**src/rtl/rsd_pkg.sv**
```systemverilog
// ----------------------------------------------------------------------------
// rsd_pkg: shared types for the descending record sorter
// Record, beat and cell control types used by the cells and the top level.
// ----------------------------------------------------------------------------
package rsd_pkg;

    localparam int COORD_BITS = 10;
    localparam int WORD_BITS  = 32;

    typedef struct packed {
        logic signed [WORD_BITS-1:0]  key;
        logic        [COORD_BITS-1:0] x;
        logic        [COORD_BITS-1:0] y;
        logic        [COORD_BITS-1:0] z;
        logic        [WORD_BITS-1:0]  dest_value;
        logic        [WORD_BITS-1:0]  dest_x;
        logic        [WORD_BITS-1:0]  dest_y;
        logic        [WORD_BITS-1:0]  dest_z;
    } t_rec;

    typedef struct packed {
        logic signed [WORD_BITS-1:0]  key_value;
        logic        [COORD_BITS-1:0] x_coord;
        logic        [COORD_BITS-1:0] y_coord;
        logic        [COORD_BITS-1:0] z_coord;
        logic        [WORD_BITS-1:0]  dest_value;
        logic        [WORD_BITS-1:0]  dest_x;
        logic        [WORD_BITS-1:0]  dest_y;
        logic        [WORD_BITS-1:0]  dest_z;
        logic                         last_in;
    } t_in_beat;

    typedef struct packed {
        logic signed [WORD_BITS-1:0]  sorted_key;
        logic        [COORD_BITS-1:0] sorted_x;
        logic        [COORD_BITS-1:0] sorted_y;
        logic        [COORD_BITS-1:0] sorted_z;
        logic        [WORD_BITS-1:0]  sorted_dest_value;
        logic        [WORD_BITS-1:0]  sorted_dest_x;
        logic        [WORD_BITS-1:0]  sorted_dest_y;
        logic        [WORD_BITS-1:0]  sorted_dest_z;
        logic                         last_out;
        logic                         overflowed;
    } t_out_beat;

    typedef struct packed {
        logic ins;   // insert the new record into the chain
        logic shl;   // shift the chain one place toward the output
    } t_cell_ctl;

endpackage

```
**src/rtl/rsd_cell.sv**
```systemverilog
// ----------------------------------------------------------------------------
// rsd_cell: one slot of the insertion chain
// Holds one record; on insert keeps, takes the new record or takes the left
// neighbor's; on drain takes the right neighbor's record.
// ----------------------------------------------------------------------------
module rsd_cell
    import rsd_pkg::*;
(
    input  logic      i_clk,
    input  logic      i_rst_n,
    input  t_cell_ctl i_ctl,
    input  t_rec      i_new,
    input  t_rec      i_prev_rec,
    input  logic      i_prev_vld,
    input  logic      i_prev_keep,
    input  t_rec      i_next_rec,
    input  logic      i_next_vld,
    output t_rec      o_rec,
    output logic      o_vld,
    output logic      o_keep
);

    t_rec r_rec, n_rec;
    logic r_vld, n_vld;

    // a valid record stays in place when its key is not below the new one (ties keep order)
    assign o_keep = r_vld && !(r_rec.key < i_new.key);
    assign o_rec  = r_rec;
    assign o_vld  = r_vld;

    always_comb begin
        n_rec = r_rec;
        n_vld = r_vld;
        if (i_ctl.shl) begin
            n_rec = i_next_rec;
            n_vld = i_next_vld;
        end else if (i_ctl.ins && !o_keep) begin
            if (i_prev_keep) begin
                n_rec = i_new;
                n_vld = 1'b1;
            end else begin
                n_rec = i_prev_rec;
                n_vld = i_prev_vld;
            end
        end
    end

    always_ff @(posedge i_clk) begin
        if (!i_rst_n) begin
            r_vld <= 1'b0;
        end else begin
            r_vld <= n_vld;
        end
    end

    always_ff @(posedge i_clk) begin
        r_rec <= n_rec;
    end

endmodule

```
**config.mk**
```make
export PLATFORM = sky130hd
export DESIGN_NAME = rsd_cell
export DESIGN_NICKNAME = d
export VERILOG_FILES = /design/src/rtl/rsd_pkg.sv /design/src/rtl/rsd_cell.sv
export SDC_FILE = /design/constraint.sdc
export NUM_CORES = 1
export LEC_CHECK = 0
export BUFFER_PORTS_ARGS = -buffer_cell sky130_fd_sc_hd__buf_2
export CORE_AREA = 2 2 300 302
export DETAILED_ROUTE_END_ITERATION = 8
export DIE_AREA = 0 0 302 304
export GPL_TIMING_DRIVEN = 0
export PLACE_DENSITY = 0.38
export SKIP_CTS_REPAIR_TIMING = 1
export SYNTH_ARGS = -nofsm -noshare
export SYNTH_HDL_FRONTEND = slang
export SYNTH_SLANG_ARGS = --single-unit
export TNS_END_PERCENT = 10
```
**constraint.sdc**
```tcl
create_clock -name i_clk -period 7.6 [get_ports i_clk]
set_clock_uncertainty 0.05 [all_clocks]
set_input_delay 0.38 -clock i_clk [delete_from_list [all_inputs] [get_ports i_clk]]
set_output_delay 0.38 -clock i_clk [all_outputs]
set_load 0.02 [all_outputs]
```
### Word level (Yosys, flattened, before mapping)

Cells that the tools add are included.

* input port bits: 577
* bits in registers: 191
* word-level logic and storage cells: 21

* reduce and logical (&&, ||, !) cells: 5
* magnitude comparators: 1
* muxes and demuxes: 6

Operators by type and width (number)
* $mux 190: 3
* $lt 32x32->1: 1
* $mux 1: 3
* $logic_and 1x1->1: 2
* $logic_not 1->1: 2
* $reduce_bool 2->1: 1

### Depth between registers and ports, before layout

* depth in word-level cells: 7
* depth in mapped cells: 8
* mapped depth without buffers: 8

### Worst setup path after synthesis

No wires, ideal clock.

* kind: reg-to-reg
* from: register r_rec, in the netlist o_rec[173]
* to: register r_rec, in the netlist o_rec[0], enable pin
* stages on the path, launching flop included: 8
* arrival: 6.211 ns
* setup time: 0.570 ns
* slack: 0.768 ns
* buffers on the path: 0
* cells stage by stage: edfxtp_1 -> ha_1 -> and4_1 -> nand2_1 -> or4_1 -> a31oi_1 -> or4b_4 -> a31o_1

* word-level cells in the longest chain between the ends: 6

Ends and longest elaborated chain
* from (decl): line rsd_cell.sv:23 `t_rec r_rec, n_rec;`
* from (signal assigned): line rsd_cell.sv:57 `r_rec <= n_rec;`
* $lt 32x32->1: line rsd_cell.sv:27 `assign o_keep = r_vld && !(r_rec.key < i_new.key);`
* $logic_not 1->1: line rsd_cell.sv:27
* $logic_and 1x1->1: line rsd_cell.sv:27
* $logic_not 1->1: line rsd_cell.sv:37 `end else if (i_ctl.ins && !o_keep) begin`
* $logic_and 1x1->1: line rsd_cell.sv:37
* $reduce_bool 2->1 (no source line)

Every way passes these cells.
A chain may end at the register's enable or synchronous reset.

### Final worst setup path

* from: register r_rec, in the netlist o_rec[173]
* to: register r_rec, in the netlist o_rec[117], enable pin

Same word-level chain as after synthesis.

==> results.md <==
- CTS Buffer Depth: 2
- Die Y: 304 um
- Comb power frac: 0.265
- Initial antenna violation count: 20
- Vias in the first global route: ~11k
- Placer Congestion: about 0.92
- Crit share post-route: 0.521
- Worst-path clk slew: approximately 0.080 ns
- Final instance area: around 16,000 sq um
- CTS root buf: clkbuf_16
- Met2 usage in global routing: 0.225
- DP Worst Slack: 3.41 ns
- Nets: 2,342
- Die area: just over 90,000 sq um
- TNS Setup: 0 ns
- H-tree depth: 4
- # setup viols final: 0
- Async SR Flop Fraction: 0
- First-pass GRT wire length: between 80,000 and 90,000 um
- Worst-path cell chain: ha_1, and4_1, nand2_1, or4_1, a31oi_1, or4b_4, a31o_4, buf_16, buf_12
- Filler instances: 9,991
- TritonCTS clock tree: yes
- Syn nets: 1,554
- Max-cap violations: 0
- Crit-path max FO: 53
- LEAKAGE: 7.76 nW
- Vias per cell: roughly 3.6
- Layout cells sized above 1: 0.468
- Mapped Cells: ~950
- Synth Flop Type: edfxtp_1
- Largest family of logic cells by synthesized area: multiplexers
- DP HPWL: ~52,000 um
- Setup crit end kind: flop
- Synthesis Warnings: 0
- Max_slew headroom: 0.131
- Total number of vias: between 10k and 15k
- PortBufs: 766
- Clock group share of total power: 0.303
- Cell with the most instances after synthesis: nand2_1
- Internal power: 2.06 mW
- Post-Layout Cell Count: between 2k and 3k
- GRT overflow: 0
- Switching pwr: ~1.1 mW
- Setup crit start kind: flop
- Post-synth top cells: 202 x nand2_1, 190 x edfxtp_1, 190 x mux2i_1
- Reg power frac: 0.431
- Mux cell area share after synthesis: 0.183
- Adder-cell share of the synthesized area: 0.0373
- Post-route ant nets: 0
- Peak VDD IR: between 0.15 and 0.2 mV
- DRT iter0 DRCs: 580
- Share of the synthesized area in the top cell type: 0.548
- Largest net degree at the start of global routing: 56
- Drt total wl: approximately 60,000 um
- Final core occ: 0.184
- Later-pin clock latency in the skew report: a little under 0.5 ns
- Final Hold Slack: 0.122 ns
- Syn_area_per_cell: 11.0 sq um
- WS Path Type: flop to flop
- Io pins: 769
- Design Power: roughly 3.1 mW
- Placement-stage cell area: between 15,000 and 20,000 sq um
- Drt pass-1 iters: 6
- DR WL/cell: a little over 20 um
- Starting density of the core: 0.117
- Synthesis-to-finish area growth: 57.5%
- Yosys reg bits: 191
- Final Hold Viols: 0
- Critical Path Max Stage Delay: approximately 0.75 ns
- Gr usage total: 0.127
- Hold WC Path Type: input port to flop
- Critical path arrival: between 4 and 5 ns
- Slowest cell on crit path: a31o_4
- Most Used Layer, Global Route: met2
- Core area: approximately 90,000 sq um
- Synth area leaders: edfxtp_1 55%, mux2i_1 18%, o21ai_0 8.8%
- FMAX: around 0.25 GHz
- GR Util met3: 0.0448
- Compound-Gate Fraction of Synth Area: 0.110
- Total CTS buffers: 17
- Max-slew violation total from the final report: 0
- Placed Cells: 2,891
- Min Clock Period, post-route: around 4 ns
- Clk sink count: 191
- Switching part of the total power: 0.339
- Area leader, netlist: edfxtp_1
- Unrepaired setup endpoints after global routing: no
- Post-synth EDFFs: 190
- DRC errors left: 0
- Post-synthesis cell area: 10,400 sq um
- Seq/Total Area, Yosys: 0.550
- CP Data Required Time: ~7.7 ns
- Met1 usage: 0.139
- Status: completed
- Worst Tran Pin Value: around 1.3 ns
- Synth Area in Simple Gates: 0.0842
- Xor-xnor portion of the synthesized cell area: 0
- Chip width: around 300 um
- Min setup slack post-route: 3.64 ns
- Rows: between 100 and 150
- Pwr dens: approximately 190 nW/um^2
- Distinct cell type count after synthesis: 31
## state kept, by name, summed over array words and instances, names as in the netlist
name	cells
o_rec	190
o_vld	1
## worst paths after layout
kind | start | endpoint | slack [ns] | cells after the start
max | o_rec[173]$_DFFE_PP_ | o_rec[117]$_DFFE_PP_ | 3.64 | 9
min | i_next_rec[143] | o_rec[143]$_DFFE_PP_ | 0.12 | 3
max reg2reg | o_rec[173]$_DFFE_PP_ | o_rec[117]$_DFFE_PP_ | 3.64 | 9
min reg2reg | o_vld$_SDFFE_PN0P_ | o_vld$_SDFFE_PN0P_ | 0.62 | 2
## layout by cell type (no fill, tap or decap), types with 3 or more instances in the layout
cell type / count
mux2i_1: 190
inv_1: 32
edfxtp_1: 190
nor2_1: 7
nand3_1: 3
buf_2: 777
clkinv_2: 3
diode_2: 12
ha_1: 31
inv_6: 3
a21oi_1: 11
o21ai_1: 10
clkbuf_1: 45
o21ai_0: 184
nand2_1: 202
clkbuf_16: 17
buf_1: 7
## critical path, delay by kind of cell, from the launching register on
kind / cells / cell delay [ns]
and+or+nand+nor: 4 / 1.18
AOI/OAI and AO/OA: 2 / 0.96
adders and majority gates: 1 / 0.34
buffers and inverters: 2 / 0.58
DFF: 1 / 0.39
## power groups by stage
stage | Combinational [mW] | Sequential [mW] | Clock, mW
3_3_place_gp | 0.837 | 1.39 | 0
4_1_cts | 0.850 | 1.35 | 1.01
5_1_grt | 0.898 | 1.36 | 1.03
2_1_floorplan | 0.226 | 1.53 | 0
6_report | 0.826 | 1.34 | 0.944
3_5_place_dp | 0.849 | 1.37 | 0
## metal layers
| metal | share of wire | vias up |
|---|---|---|
| li1 | - | 5038 |
| met3 | 0.090 | 80 |
| met2 | 0.50 | 561 |
| met1 | 0.38 | 5010 |
| met5 | 0.00068 | - |
| met4 | 0.027 | 6 |
## layout make-up
cell class / count / area [sq um] / area share
clock buffer: 18 / 429 / 0.0262
inverter: 32 / 120 / 0.00733
buffer: 64 / 256 / 0.0156
multi-input combinational: 659 / 4320 / 0.264
timing repair buffer: 769 / 3910 / 0.238
antenna: 12 / 30.0 / 0.00183
clock inverter: 14 / 134 / 0.00816
tap: 1176 / 1470 / 0.0897
sequential: 191 / 5730 / 0.349
## logic make-up after synthesis
| logic type | after synthesis |
|---|---|
| AOI/OAI and AO/OA | 217 |
| adders and majority gates | 31 |
| buffers and inverters | 96 |
| DFF | 191 |
| muxes | 190 |
| and+or+nand+nor | 221 |
No activity file was read; power rests on OpenSTA's default activity.
